$ cat src/rtl/core/apsc_pkg.sv
// ----------------------------------------------------------------------------
// apsc_pkg - shared types and constants of the arm position state controller
// Beat payloads, configuration struct, command codes and fixed-point constants.
// ----------------------------------------------------------------------------
package apsc_pkg;

  // Configuration register indexes
  localparam logic [2:0] CFG_MIN_ANGLE     = 3'd0;
  localparam logic [2:0] CFG_MAX_ANGLE     = 3'd1;
  localparam logic [2:0] CFG_LIFT_BLOCK    = 3'd2;
  localparam logic [2:0] CFG_ANGLE_TOL     = 3'd3;
  localparam logic [2:0] CFG_SPEED_TOL     = 3'd4;
  localparam logic [2:0] CFG_MANUAL_DEADBD = 3'd5;

  localparam int CFG_IDX_W  = 3;
  localparam int CFG_DATA_W = 15;

  // Command modes (code 3 carries no meaning)
  localparam logic [1:0] MODE_DISABLED = 2'd0;
  localparam logic [1:0] MODE_AUTO     = 2'd1;
  localparam logic [1:0] MODE_MANUAL   = 2'd2;

  // Command status codes
  localparam logic [1:0] STATUS_NONE      = 2'd0;
  localparam logic [1:0] STATUS_ACCEPTED  = 2'd1;
  localparam logic [1:0] STATUS_REJECTED  = 2'd2;
  localparam logic [1:0] STATUS_UNCHANGED = 2'd3;

  // Q14 full power
  localparam logic [16:0] FULL_POWER = 17'd16384;

  // Lift blocking zone bounds, 1/16 degree
  localparam logic signed [12:0] ZONE_LOW  = -13'sd1440;
  localparam logic signed [12:0] ZONE_HIGH = 13'sd480;

  // Reset goal angle
  localparam logic signed [12:0] RESET_GOAL = -13'sd1440;

  // Hold power: round(num / 1125); reciprocal exact for magnitudes below 2^24
  localparam logic [23:0] HOLD_HALF  = 24'd562;
  localparam logic [24:0] HOLD_RECIP = 25'd30541990;
  localparam int          HOLD_SHIFT = 35;

  // Move power: round(diff * 1024 / 25); reciprocal exact below 2^24
  localparam logic [23:0] MOVE_HALF  = 24'd12;
  localparam logic [24:0] MOVE_RECIP = 25'd21474837;
  localparam int          MOVE_SHIFT = 29;

  typedef struct packed {
    logic signed [12:0] min_angle;
    logic signed [12:0] max_angle;
    logic        [11:0] lift_block_height;
    logic        [9:0]  angle_tolerance;
    logic        [14:0] speed_tolerance;
    logic        [14:0] manual_deadband;
  } cfg_t;

  typedef struct packed {
    logic               req_type;
    logic        [1:0]  cmd_mode;
    logic signed [15:0] power_limit;
    logic signed [12:0] goal_angle;
    logic signed [12:0] arm_angle;
    logic signed [15:0] arm_speed;
    logic        [11:0] lift_height;
  } item_t;

  typedef struct packed {
    logic signed [15:0] motor_power;
    logic               power_changed;
    logic               at_goal;
    logic        [1:0]  ctrl_state;
    logic        [1:0]  cmd_status;
  } result_t;

endpackage

$ cat src/rtl/core/apsc_stream_if.sv
// ----------------------------------------------------------------------------
// apsc_stream_if - valid/ready channels of the arm position state controller
// Input channel carries command and tick beats, output channel result beats.
// ----------------------------------------------------------------------------
interface apsc_in_if;
  logic               valid;
  logic               ready;
  logic               req_type;
  logic        [1:0]  cmd_mode;
  logic signed [15:0] power_limit;
  logic signed [12:0] goal_angle;
  logic signed [12:0] arm_angle;
  logic signed [15:0] arm_speed;
  logic        [11:0] lift_height;

  modport source (
    output valid, req_type, cmd_mode, power_limit, goal_angle, arm_angle,
           arm_speed, lift_height,
    input  ready
  );
  modport sink (
    input  valid, req_type, cmd_mode, power_limit, goal_angle, arm_angle,
           arm_speed, lift_height,
    output ready
  );
endinterface

interface apsc_out_if;
  logic               valid;
  logic               ready;
  logic signed [15:0] motor_power;
  logic               power_changed;
  logic               at_goal;
  logic        [1:0]  ctrl_state;
  logic        [1:0]  cmd_status;

  modport source (
    output valid, motor_power, power_changed, at_goal, ctrl_state, cmd_status,
    input  ready
  );
  modport sink (
    input  valid, motor_power, power_changed, at_goal, ctrl_state, cmd_status,
    output ready
  );
endinterface

$ cat src/rtl/core/apsc_cfg_regs.sv
// ----------------------------------------------------------------------------
// apsc_cfg_regs - configuration register file
// Write-only registers selected by index; unknown indexes are dropped.
// ----------------------------------------------------------------------------
module apsc_cfg_regs (
  input  logic                               clk,
  input  logic                               rst_n,
  input  logic                               cfg_wr_en,
  input  logic [apsc_pkg::CFG_IDX_W-1:0]     cfg_index,
  input  logic [apsc_pkg::CFG_DATA_W-1:0]    cfg_wdata,
  output apsc_pkg::cfg_t                     cfg
);

  apsc_pkg::cfg_t cfg_r;
  apsc_pkg::cfg_t cfg_nxt;

  // Decode the write
  always_comb begin
    cfg_nxt = cfg_r;
    if (cfg_wr_en) begin
      case (cfg_index)
        apsc_pkg::CFG_MIN_ANGLE:     cfg_nxt.min_angle         = cfg_wdata[12:0];
        apsc_pkg::CFG_MAX_ANGLE:     cfg_nxt.max_angle         = cfg_wdata[12:0];
        apsc_pkg::CFG_LIFT_BLOCK:    cfg_nxt.lift_block_height = cfg_wdata[11:0];
        apsc_pkg::CFG_ANGLE_TOL:     cfg_nxt.angle_tolerance   = cfg_wdata[9:0];
        apsc_pkg::CFG_SPEED_TOL:     cfg_nxt.speed_tolerance   = cfg_wdata[14:0];
        apsc_pkg::CFG_MANUAL_DEADBD: cfg_nxt.manual_deadband   = cfg_wdata[14:0];
        default: ;
      endcase
    end
  end

  always_ff @(posedge clk) begin
    if (!rst_n) begin
      cfg_r.min_angle         <= -13'sd1440;
      cfg_r.max_angle         <= 13'sd1440;
      cfg_r.lift_block_height <= 12'd120;
      cfg_r.angle_tolerance   <= 10'd16;
      cfg_r.speed_tolerance   <= 15'd720;
      cfg_r.manual_deadband   <= 15'd492;
    end else begin
      cfg_r <= cfg_nxt;
    end
  end

  assign cfg = cfg_r;

endmodule

$ cat src/rtl/core/apsc_power_calc.sv
// ----------------------------------------------------------------------------
// apsc_power_calc - hold and move power arithmetic
// Gravity-feedforward hold power and clamped proportional move power, both
// rounded to nearest (ties away from zero) via constant reciprocal multiply.
// ----------------------------------------------------------------------------
module apsc_power_calc (
  input  logic signed [12:0] arm_angle,
  input  logic signed [12:0] hold_goal,
  input  logic signed [12:0] move_goal,
  input  logic        [14:0] move_limit,
  output logic signed [15:0] hold_power,
  output logic signed [15:0] move_power
);

  logic signed [13:0] hdiff;
  logic signed [24:0] hdiff_x;
  logic signed [24:0] hgoal_x;
  logic signed [24:0] hnum;
  logic        [23:0] hmag;
  logic        [23:0] hx;
  logic        [48:0] hprod;
  logic        [13:0] hq;

  logic signed [13:0] mdiff;
  logic        [13:0] mmag;
  logic        [23:0] mx;
  logic        [48:0] mprod;
  logic        [19:0] mq;
  logic signed [15:0] mlim_s;

  // Hold: (-goal*320 + (goal-angle)*1152) / 1125, magnitude stays below 2^24
  assign hdiff   = 14'(hold_goal) - 14'(arm_angle);
  assign hdiff_x = 25'(hdiff);
  assign hgoal_x = 25'(hold_goal);
  assign hnum    = hdiff_x * 25'sd1152 - hgoal_x * 25'sd320;
  assign hmag    = hnum[24] ? 24'(-hnum) : hnum[23:0];
  assign hx      = hmag + apsc_pkg::HOLD_HALF;
  assign hprod   = 49'(hx) * 49'(apsc_pkg::HOLD_RECIP);
  assign hq      = 14'(hprod >> apsc_pkg::HOLD_SHIFT);
  // |hq| stays under 9600, so no saturation stage is needed
  assign hold_power = hnum[24] ? -$signed(16'(hq)) : $signed(16'(hq));

  // Move: (goal-angle)*1024/25, clamped to the limit
  assign mdiff  = 14'(move_goal) - 14'(arm_angle);
  assign mmag   = mdiff[13] ? 14'(-mdiff) : 14'(mdiff);
  assign mx     = {mmag, 10'b0} + apsc_pkg::MOVE_HALF;
  assign mprod  = 49'(mx) * 49'(apsc_pkg::MOVE_RECIP);
  assign mq     = 20'(mprod >> apsc_pkg::MOVE_SHIFT);
  assign mlim_s = $signed(16'(move_limit));

  always_comb begin
    if (mq > 20'(move_limit)) begin
      move_power = mdiff[13] ? -mlim_s : mlim_s;
    end else begin
      move_power = mdiff[13] ? -$signed(16'(mq)) : $signed(16'(mq));
    end
  end

endmodule

$ cat src/rtl/core/apsc_ctrl_core.sv
// ----------------------------------------------------------------------------
// apsc_ctrl_core - command checker, pending request and tick state machine
// Evaluates one registered beat per cycle and updates state when it retires.
// ----------------------------------------------------------------------------
module apsc_ctrl_core (
  input  logic              clk,
  input  logic              rst_n,
  input  apsc_pkg::cfg_t    cfg,
  input  logic              fire,
  input  apsc_pkg::item_t   item,
  output apsc_pkg::result_t result
);

  typedef enum logic [1:0] {
    ST_IDLE  = 2'd0,
    ST_HOLD  = 2'd1,
    ST_MOVE  = 2'd2,
    ST_BLOCK = 2'd3
  } state_t;

  state_t             run_state_r,  run_state_nxt;
  logic        [1:0]  run_mode_r,   run_mode_nxt;
  logic        [14:0] run_limit_r,  run_limit_nxt;
  logic signed [12:0] run_goal_r,   run_goal_nxt;
  logic               pend_valid_r, pend_valid_nxt;
  state_t             pend_state_r, pend_state_nxt;
  logic        [1:0]  pend_mode_r,  pend_mode_nxt;
  logic        [14:0] pend_limit_r, pend_limit_nxt;
  logic signed [12:0] pend_goal_r,  pend_goal_nxt;
  logic signed [15:0] prev_power_r, prev_power_nxt;
  logic signed [12:0] stop_angle_r, stop_angle_nxt;

  // Running request as seen by a tick (pending one applied)
  state_t             state_a;
  logic        [1:0]  mode_a;
  logic        [14:0] limit_a;
  logic signed [12:0] goal_a;

  logic signed [12:0] ang;
  logic               down;
  logic               in_zone;
  logic               blocked;
  logic signed [12:0] tol_goal;
  logic signed [13:0] tdiff;
  logic        [13:0] tdiff_mag;
  logic        [15:0] spd_mag;
  logic               in_tol;
  logic signed [12:0] hold_goal;
  logic signed [15:0] hold_power;
  logic signed [15:0] move_power;
  logic signed [15:0] np;
  logic        [16:0] alim;
  logic signed [16:0] lim_x;
  logic               same_req;
  logic               goal_out;
  logic               latch;
  logic        [1:0]  status;

  assign ang = item.arm_angle;

  // Apply the pending request for a tick
  always_comb begin
    if (pend_valid_r) begin
      state_a = pend_state_r;
      mode_a  = pend_mode_r;
      limit_a = pend_limit_r;
      goal_a  = pend_goal_r;
    end else begin
      state_a = run_state_r;
      mode_a  = run_mode_r;
      limit_a = run_limit_r;
      goal_a  = run_goal_r;
    end
  end

  // Blocked test against the applied goal
  assign down    = ang > goal_a;
  assign in_zone = (ang > apsc_pkg::ZONE_LOW && ang < 13'sd0) ||
                   (ang > 13'sd0 && ang < apsc_pkg::ZONE_HIGH);
  assign blocked = (ang >= cfg.max_angle && !down) ||
                   (ang < cfg.min_angle && down) ||
                   (item.lift_height >= cfg.lift_block_height && down && in_zone);

  // Tolerance window; commands see the unapplied goal
  assign tol_goal  = item.req_type ? run_goal_r : goal_a;
  assign tdiff     = 14'(tol_goal) - 14'(ang);
  assign tdiff_mag = tdiff[13] ? 14'(-tdiff) : 14'(tdiff);
  assign spd_mag   = item.arm_speed[15] ? 16'(-item.arm_speed) : 16'(item.arm_speed);
  assign in_tol    = (tdiff_mag < 14'(cfg.angle_tolerance)) &&
                     (spd_mag < 16'(cfg.speed_tolerance));

  assign hold_goal = (state_a == ST_BLOCK) ? stop_angle_r : goal_a;

  apsc_power_calc u_power (
    .arm_angle  (ang),
    .hold_goal  (hold_goal),
    .move_goal  (goal_a),
    .move_limit (limit_a),
    .hold_power (hold_power),
    .move_power (move_power)
  );

  // Command checks
  assign lim_x    = 17'(item.power_limit);
  assign alim     = lim_x[16] ? 17'(-lim_x) : 17'(lim_x);
  assign same_req = (item.cmd_mode == run_mode_r) &&
                    (item.power_limit == $signed(16'(run_limit_r))) &&
                    (item.goal_angle == run_goal_r);
  assign goal_out = (item.goal_angle < cfg.min_angle) ||
                    (item.goal_angle > cfg.max_angle);

  // Next state and result
  always_comb begin
    run_state_nxt  = run_state_r;
    run_mode_nxt   = run_mode_r;
    run_limit_nxt  = run_limit_r;
    run_goal_nxt   = run_goal_r;
    pend_valid_nxt = pend_valid_r;
    pend_state_nxt = pend_state_r;
    pend_mode_nxt  = pend_mode_r;
    pend_limit_nxt = pend_limit_r;
    pend_goal_nxt  = pend_goal_r;
    prev_power_nxt = prev_power_r;
    stop_angle_nxt = stop_angle_r;
    np             = 16'sd0;
    latch          = 1'b0;
    status         = apsc_pkg::STATUS_NONE;

    if (item.req_type) begin
      // command beat
      if (same_req) begin
        status = apsc_pkg::STATUS_UNCHANGED;
      end else begin
        pend_valid_nxt = 1'b0;
        if (alim > apsc_pkg::FULL_POWER ||
            (item.cmd_mode != apsc_pkg::MODE_MANUAL && goal_out)) begin
          status = apsc_pkg::STATUS_REJECTED;
        end else begin
          case (item.cmd_mode)
            apsc_pkg::MODE_DISABLED: begin
              latch          = 1'b1;
              pend_state_nxt = ST_IDLE;
              pend_limit_nxt = 15'd0;
              pend_goal_nxt  = 13'sd0;
            end
            apsc_pkg::MODE_AUTO: begin
              latch          = 1'b1;
              pend_state_nxt = ST_MOVE;
              pend_limit_nxt = alim[14:0];
              pend_goal_nxt  = item.goal_angle;
            end
            apsc_pkg::MODE_MANUAL: begin
              if (alim < 17'(cfg.manual_deadband)) begin
                if (run_state_r == ST_HOLD) begin
                  status = apsc_pkg::STATUS_UNCHANGED;
                end else begin
                  latch          = 1'b1;
                  pend_state_nxt = ST_HOLD;
                  pend_limit_nxt = 15'd0;
                  pend_goal_nxt  = ang;
                end
              end else begin
                latch          = 1'b1;
                pend_state_nxt = ST_MOVE;
                pend_limit_nxt = alim[14:0];
                pend_goal_nxt  = (item.power_limit > 16'sd0) ? cfg.max_angle
                                                             : cfg.min_angle;
              end
            end
            default: status = apsc_pkg::STATUS_REJECTED;
          endcase
          if (latch) begin
            pend_mode_nxt  = item.cmd_mode;
            pend_valid_nxt = 1'b1;
            status         = apsc_pkg::STATUS_ACCEPTED;
          end
        end
      end
    end else begin
      // tick beat
      run_state_nxt  = state_a;
      run_mode_nxt   = mode_a;
      run_limit_nxt  = limit_a;
      run_goal_nxt   = goal_a;
      pend_valid_nxt = 1'b0;
      case (state_a)
        ST_HOLD: np = hold_power;
        ST_MOVE: begin
          if (blocked) begin
            stop_angle_nxt = ang;
            run_state_nxt  = ST_BLOCK;
          end else if (in_tol) begin
            run_state_nxt = ST_HOLD;
          end else begin
            np = move_power;
          end
        end
        ST_BLOCK: begin
          if (!blocked) begin
            run_state_nxt = ST_MOVE;
          end else begin
            np = hold_power;
          end
        end
        default: np = 16'sd0;
      endcase
      prev_power_nxt = np;
    end

    result.motor_power   = item.req_type ? prev_power_r : np;
    result.power_changed = !item.req_type && (np != prev_power_r);
    result.at_goal       = in_tol && !pend_valid_nxt;
    result.ctrl_state    = 2'(run_state_nxt);
    result.cmd_status    = status;
  end

  // State holds until a beat retires
  always_ff @(posedge clk) begin
    if (!rst_n) begin
      run_state_r  <= ST_IDLE;
      run_mode_r   <= apsc_pkg::MODE_DISABLED;
      run_limit_r  <= 15'd0;
      run_goal_r   <= apsc_pkg::RESET_GOAL;
      pend_valid_r <= 1'b0;
      pend_state_r <= ST_IDLE;
      pend_mode_r  <= apsc_pkg::MODE_DISABLED;
      pend_limit_r <= 15'd0;
      pend_goal_r  <= apsc_pkg::RESET_GOAL;
      prev_power_r <= 16'sd0;
      stop_angle_r <= 13'sd0;
    end else if (fire) begin
      run_state_r  <= run_state_nxt;
      run_mode_r   <= run_mode_nxt;
      run_limit_r  <= run_limit_nxt;
      run_goal_r   <= run_goal_nxt;
      pend_valid_r <= pend_valid_nxt;
      pend_state_r <= pend_state_nxt;
      pend_mode_r  <= pend_mode_nxt;
      pend_limit_r <= pend_limit_nxt;
      pend_goal_r  <= pend_goal_nxt;
      prev_power_r <= prev_power_nxt;
      stop_angle_r <= stop_angle_nxt;
    end
  end

  // A tick always consumes the pending request
  a_tick_clears_pend: assert property (@(posedge clk) disable iff (!rst_n)
    fire && !item.req_type |=> !pend_valid_r)
    else $error("pending request survived a tick");

  // Only a disabled request leaves the arm idle
  a_idle_iff_disabled: assert property (@(posedge clk) disable iff (!rst_n)
    (run_state_r == ST_IDLE) == (run_mode_r == apsc_pkg::MODE_DISABLED))
    else $error("run state and run mode disagree");

  // A pending request never asks for the blocked state
  a_pend_not_blocked: assert property (@(posedge clk) disable iff (!rst_n)
    pend_valid_r |-> pend_state_r != ST_BLOCK)
    else $error("pending request in blocked state");

  // Command beats leave the drive power alone
  a_cmd_keeps_power: assert property (@(posedge clk) disable iff (!rst_n)
    fire && item.req_type |=> $stable(prev_power_r))
    else $error("command beat changed power");

  // Drive power stays within full scale
  a_power_range: assert property (@(posedge clk) disable iff (!rst_n)
    prev_power_r <= 16'sd16384 && prev_power_r >= -16'sd16384)
    else $error("power outside full scale");

endmodule

$ cat src/rtl/core/arm_position_state_controller.sv
// ----------------------------------------------------------------------------
// arm_position_state_controller - arm position controller top level
// Command beats set a pending request; tick beats run the arm state machine.
// ----------------------------------------------------------------------------
// Usage:
//   in_ch  : valid/ready beats; req_type 1 is a command (mode, power limit,
//            goal), req_type 0 is a control tick with the arm sensor readings.
//   out_ch : exactly one result beat per input beat, in order: motor power,
//            changed flag, at-goal flag, controller state, command status.
//   cfg_*  : write-only registers (index 0..5); the user writes them only
//            while the block idles, and the block itself does not enforce it.
// Path: a beat passes the input register, a single compute stage and the
//   result register; one beat per cycle while out_ch takes the results.
// Stall: a full result register that out_ch does not take holds its beat;
//   the input register still takes one more beat, then in_ch.ready drops
//   until the result is taken.
// Reset (rst_n low, synchronous): both channels empty, arm idle and disabled,
//   no pending request, power zero, registers at their default values.
// ----------------------------------------------------------------------------
module arm_position_state_controller (
  input  logic                            clk,
  input  logic                            rst_n,
  apsc_in_if.sink                         in_ch,
  apsc_out_if.source                      out_ch,
  input  logic                            cfg_wr_en,
  input  logic [apsc_pkg::CFG_IDX_W-1:0]  cfg_index,
  input  logic [apsc_pkg::CFG_DATA_W-1:0] cfg_wdata
);

  apsc_pkg::cfg_t    cfg;
  apsc_pkg::item_t   in_item;
  apsc_pkg::item_t   s1_item_r;
  logic              s1_valid_r, s1_valid_nxt;
  apsc_pkg::result_t core_res;
  apsc_pkg::result_t out_res_r;
  logic              out_valid_r, out_valid_nxt;
  logic              out_take;
  logic              s1_fire;
  logic              in_fire;

  apsc_cfg_regs u_cfg (
    .clk       (clk),
    .rst_n     (rst_n),
    .cfg_wr_en (cfg_wr_en),
    .cfg_index (cfg_index),
    .cfg_wdata (cfg_wdata),
    .cfg       (cfg)
  );

  // Input beat
  assign in_item.req_type    = in_ch.req_type;
  assign in_item.cmd_mode    = in_ch.cmd_mode;
  assign in_item.power_limit = in_ch.power_limit;
  assign in_item.goal_angle  = in_ch.goal_angle;
  assign in_item.arm_angle   = in_ch.arm_angle;
  assign in_item.arm_speed   = in_ch.arm_speed;
  assign in_item.lift_height = in_ch.lift_height;

  // Pipeline handshake
  assign out_take    = !out_valid_r || out_ch.ready;
  assign s1_fire     = s1_valid_r && out_take;
  assign in_ch.ready = !s1_valid_r || out_take;
  assign in_fire     = in_ch.valid && in_ch.ready;

  always_comb begin
    s1_valid_nxt = s1_valid_r;
    if (in_fire) begin
      s1_valid_nxt = 1'b1;
    end else if (s1_fire) begin
      s1_valid_nxt = 1'b0;
    end
    out_valid_nxt = out_valid_r;
    if (s1_fire) begin
      out_valid_nxt = 1'b1;
    end else if (out_ch.ready) begin
      out_valid_nxt = 1'b0;
    end
  end

  always_ff @(posedge clk) begin
    if (!rst_n) begin
      s1_valid_r  <= 1'b0;
      out_valid_r <= 1'b0;
    end else begin
      s1_valid_r  <= s1_valid_nxt;
      out_valid_r <= out_valid_nxt;
    end
  end

  // Payload registers
  always_ff @(posedge clk) begin
    if (in_fire) begin
      s1_item_r <= in_item;
    end
    if (s1_fire) begin
      out_res_r <= core_res;
    end
  end

  apsc_ctrl_core u_core (
    .clk    (clk),
    .rst_n  (rst_n),
    .cfg    (cfg),
    .fire   (s1_fire),
    .item   (s1_item_r),
    .result (core_res)
  );

  // Result beat
  assign out_ch.valid         = out_valid_r;
  assign out_ch.motor_power   = out_res_r.motor_power;
  assign out_ch.power_changed = out_res_r.power_changed;
  assign out_ch.at_goal       = out_res_r.at_goal;
  assign out_ch.ctrl_state    = out_res_r.ctrl_state;
  assign out_ch.cmd_status    = out_res_r.cmd_status;

endmodule

$ cat src/flat_wrapper.sv
// flat-port wrapper written by rule: the top's interface ports become plain ports
module arm_position_state_controller_flat 
  (clk, rst_n, cfg_wr_en, cfg_index, cfg_wdata, in_ch_valid, in_ch_req_type, in_ch_cmd_mode, in_ch_power_limit, in_ch_goal_angle, in_ch_arm_angle, in_ch_arm_speed, in_ch_lift_height, in_ch_ready, out_ch_valid, out_ch_motor_power, out_ch_power_changed, out_ch_at_goal, out_ch_ctrl_state, out_ch_cmd_status, out_ch_ready);
  apsc_in_if in_ch_i ();
  apsc_out_if out_ch_i ();
  input  logic clk;
  input  logic rst_n;
  input  logic cfg_wr_en;
  input  logic [apsc_pkg::CFG_IDX_W-1:0] cfg_index;
  input  logic [apsc_pkg::CFG_DATA_W-1:0] cfg_wdata;
  input wire logic [$bits(in_ch_i.valid)-1:0] in_ch_valid;
  input wire logic [$bits(in_ch_i.req_type)-1:0] in_ch_req_type;
  input wire logic [$bits(in_ch_i.cmd_mode)-1:0] in_ch_cmd_mode;
  input wire logic [$bits(in_ch_i.power_limit)-1:0] in_ch_power_limit;
  input wire logic [$bits(in_ch_i.goal_angle)-1:0] in_ch_goal_angle;
  input wire logic [$bits(in_ch_i.arm_angle)-1:0] in_ch_arm_angle;
  input wire logic [$bits(in_ch_i.arm_speed)-1:0] in_ch_arm_speed;
  input wire logic [$bits(in_ch_i.lift_height)-1:0] in_ch_lift_height;
  output wire logic [$bits(in_ch_i.ready)-1:0] in_ch_ready;
  output wire logic [$bits(out_ch_i.valid)-1:0] out_ch_valid;
  output wire logic [$bits(out_ch_i.motor_power)-1:0] out_ch_motor_power;
  output wire logic [$bits(out_ch_i.power_changed)-1:0] out_ch_power_changed;
  output wire logic [$bits(out_ch_i.at_goal)-1:0] out_ch_at_goal;
  output wire logic [$bits(out_ch_i.ctrl_state)-1:0] out_ch_ctrl_state;
  output wire logic [$bits(out_ch_i.cmd_status)-1:0] out_ch_cmd_status;
  input wire logic [$bits(out_ch_i.ready)-1:0] out_ch_ready;
  assign in_ch_i.valid = in_ch_valid;
  assign in_ch_i.req_type = in_ch_req_type;
  assign in_ch_i.cmd_mode = in_ch_cmd_mode;
  assign in_ch_i.power_limit = in_ch_power_limit;
  assign in_ch_i.goal_angle = in_ch_goal_angle;
  assign in_ch_i.arm_angle = in_ch_arm_angle;
  assign in_ch_i.arm_speed = in_ch_arm_speed;
  assign in_ch_i.lift_height = in_ch_lift_height;
  assign in_ch_ready = in_ch_i.ready;
  assign out_ch_valid = out_ch_i.valid;
  assign out_ch_motor_power = out_ch_i.motor_power;
  assign out_ch_power_changed = out_ch_i.power_changed;
  assign out_ch_at_goal = out_ch_i.at_goal;
  assign out_ch_ctrl_state = out_ch_i.ctrl_state;
  assign out_ch_cmd_status = out_ch_i.cmd_status;
  assign out_ch_i.ready = out_ch_ready;
  arm_position_state_controller u_core (.clk(clk), .rst_n(rst_n), .in_ch(in_ch_i), .out_ch(out_ch_i), .cfg_wr_en(cfg_wr_en), .cfg_index(cfg_index), .cfg_wdata(cfg_wdata));
endmodule
$ cat config.mk
export PLATFORM = sky130hd
export DESIGN_NAME = arm_position_state_controller_flat
export DESIGN_NICKNAME = d
export VERILOG_FILES = /design/src/rtl/core/apsc_pkg.sv /design/src/rtl/core/apsc_stream_if.sv /design/src/rtl/core/apsc_cfg_regs.sv /design/src/rtl/core/apsc_power_calc.sv /design/src/rtl/core/apsc_ctrl_core.sv /design/src/rtl/core/arm_position_state_controller.sv /design/src/flat_wrapper.sv
export SDC_FILE = /design/constraint.sdc
export NUM_CORES = 2
export LEC_CHECK = 0
export BUFFER_PORTS_ARGS = -buffer_cell sky130_fd_sc_hd__buf_2
export CAP_MARGIN = 10
export CORE_ASPECT_RATIO = 1.2
export CORE_MARGIN = 8
export CORE_UTILIZATION = 51
export DETAILED_ROUTE_END_ITERATION = 10
export GPL_TIMING_DRIVEN = 0
export PLACE_DENSITY = 0.68
export SYNTH_ARGS = -nofsm -noshare
export SYNTH_HDL_FRONTEND = slang
export SYNTH_SLANG_ARGS = --single-unit
$ cat constraint.sdc
create_clock -name clk -period 25.3 [get_ports clk]
set_input_delay 2.53 -clock clk [delete_from_list [all_inputs] [get_ports clk]]
set_output_delay 2.53 -clock clk [all_outputs]
set_load 0.005 [all_outputs]
==> results_dict.tcl <==
set metrics [dict create \
    worstPathMaxFanout 10 \
    gp_congestion 0.974 \
    first_global_vias 30500 \
    vias_per_cell 5.90 \
    cpMaxStageDelayCell "xnor2_1" \
    crit_path_frequent_cell "ha_1" \
    die_h_um 306 \
    fin_nets 5207 \
    gr-total-overflow 0 \
    status "completed" \
    place_hpwl_um 91900 \
    layout_min_cycle_time_ns 21.71 \
    dr.pass1.iters 6 \
    max_freq_mhz 46.1 \
    die_area_mm2 0.0786 \
    diodes 0 \
    async_flop_share_pct 0 \
    regArea_mm2 0.00634 \
    fin_worst_skew_ns 0.0441 \
    yosys_most_used_dff "dfxtp_1" \
    layout_commonest_cell "ha_1" \
    worst-setup-path-type "register to register" \
    synth_top_area_cell "ha_1" \
    synth.distinct_cells 103 \
    drv_slew 0 \
    ys_seq_area_share_pct 17.8 \
    worstPathRequired_ns 25.61 \
    critPathLaunch "u_core.u_core.pend_valid_r" \
    grt_max_degree 55 \
    tns_ns 0 \
    critPathLaunchType "register" \
    wl_per_cell_um 21.0 \
    min_from "u_core.u_cfg.cfg[35]" \
    clk_latency_ns 0.58 \
    worst_pin_slew_ns 1.26 \
    ys_seq_elements 269 \
    place_area_mm2 0.0375 \
    setup_viol 0 \
    final_cell_mix "621 x ha_1, 513 x inv_1, 343 x nand2_1" \
    root_buffer "clkbuf_16" \
    postCtsHoldBufs 0 \
    hold_class "register to register" \
    multiInputGateArea_mm2 0.0269 \
    cts_buffers 26 \
    layout-drive-gt1-share_pct 6.53 \
    drc_errors 0 \
    grt_pass1_wl_um 170000 \
    drv_cap 0 \
    grtUsageTotal_pct 27.0 \
    finalInstanceArea_mm2 0.0384 \
    portBuffers 118 \
    synth_area_leaders "ha_1 22%, fa_1 12%, dfxtp_1 9.8%" \
    vias 30700 \
    clockBufferDepth 3 \
    start_util_pct 51.4 \
    slowest_delay_ns 0.99 \
    drt-initial-drc-count 1994 \
    syn_inst 4110 \
    grt_antenna_before_repair 12 \
    rr_startpoint "u_core.u_core.pend_valid_r" \
    pin_count 120 \
    syn_area_mm2 0.0356 \
    drt_wl_total_um 109000 \
    synth_edf_count 95 \
    cts_resized 0 \
    htree_levels 1 \
    maxSlewHeadroom_pct 15.3 \
    fin_util_pct 55.4 \
    syn_nets 5046 \
    rsz0062_at_grt "false" \
    syn_area_per_cell_um2 8.67 \
    ys_warn_count 0 \
    cts_tree "done" \
    rows 106 \
    cp-end-kind "register" \
    critPathArrivalTime_ns 22.02 \
    fin_crit_sh_pct 85.8 \
    cts.sinks 269 \
    synth_top_area_share_pct 21.8 \
    syn_to_final_growth_pct 7.93 \
    post_cts_buffers 0 \
    hold_viol_final 0 \
    nFillCells 6552 \
    ant_nets 0 \
    clk_pin_slew_ns 0.07 \
    coreArea_mm2 0.0694 \
    chipWidth_um 257 \
]
==> registers in the layout (all words and copies together) (netlist names) <==
signal                       cells
u_core.s1_valid_r                1
u_core.u_core.stop_angle_r      13
u_core.s1_item_r                73
u_core.u_core.run_limit_r       15
u_core.u_core.pend_mode_r        2
u_core.u_core.run_state_r        2
u_core.u_core.pend_valid_r       1
u_core.u_core.run_goal_r        13
u_core.u_core.pend_limit_r      15
u_core.out_ch.motor_power       16
u_core.out_ch.ctrl_state         2
u_core.out_ch.cmd_status         2
u_core.u_core.run_mode_r         2
u_core.out_ch.at_goal            1
u_core.u_core.pend_state_r       2
u_core.out_ch.valid              1
u_core.u_core.prev_power_r      16
u_core.u_core.pend_goal_r       13
u_core.u_cfg.cfg                78
u_core.out_ch.power_changed      1
==> logic make-up after synthesis <==
group / count (synthesis) / synth area share, %
DFF: 269 / 17.8
muxes: 105 / 3.09
adders and majority gates: 840 / 34.1
buffers and inverters: 639 / 6.78
and+or+nand+nor: 1067 / 14.6
xor gates and xnor gates: 235 / 5.82
AOI/OAI and AO/OA: 955 / 17.8
==> routing by layer <==
layer	vias up	track usage (%)	part of all wire, %	wire, um
met4	0	16.0	7.2	7880
met5	-	0	0	0
met2	993	48.0	48	52900
met1	14500	31.7	40	43900
met3	349	2.02	4.1	4490
li1	14900	-	-	-
==> cells in the mapped netlist (all sizes together), types with 16 or more instances <==
cell and instances:
a211oi 68, a21o 69, a21oi 291, a22oi 19
a31oi 36, and2 26, and3 31, buf 19
clkbuf 105, dfxtp 174, edfxtp 95, fa 219
ha 621, inv 515, mux2 27, mux2i 77
nand2 343, nand2b 34, nand3 82, nand3b 19
nand4 56, nor2 244, nor2b 33, nor3 81
nor4 30, o2111ai 16, o211ai 61, o21a 39
o21ai 148, o21bai 24, o31ai 36, or2 18
or3 22, xnor2 149, xor2 86
==> critical path: cells and delay by family, from the launching register on <==
family | cells | cell delay [ns]
AOI/OAI and AO/OA | 19 | 4.34
and+or+nand+nor | 17 | 4.07
buffers and inverters | 13 | 4.29
xor gates and xnor gates | 7 | 3.17
DFF | 1 | 0.48
adders and majority gates | 13 | 4.71
muxes | 1 | 0.29
==> stage by stage <==
stage,instances,setup WS [ns],hold WS [ns]
final,5209,3.59,0.457
after global routing,5209,2.38,0.470
after CTS,5206,3.73,0.456
after detailed placement,5158,3.82,0.447
after global placement,5146,3.63,0.443
after floorplan,4110,8.72,0.428
==> worst paths after layout <==
path,end,slack (ns),cells past startpoint
setup / recovery,u_core.out_ch.power_changed,3.59,70
hold / removal,u_core.u_cfg.cfg[35],0.46,2
setup reg to reg,u_core.out_ch.power_changed,3.59,70
hold reg to reg,u_core.u_cfg.cfg[35],0.46,2
==> final cells by class <==
class | instances | area share, %
Sequential cell | 269 | 16.5
Tap cell | 918 | 2.99
Timing Repair Buffer | 133 | 1.98
Inverter | 515 | 5.03
Buffer | 124 | 1.26
Clock inverter | 16 | 0.345
Multi-Input combinational cell | 3202 | 70.0
Clock buffer | 32 | 1.94
Power is left out: the tool's default activity adds up to more than one toggle a clock period on the data nets, which glitch-free logic cannot reach.
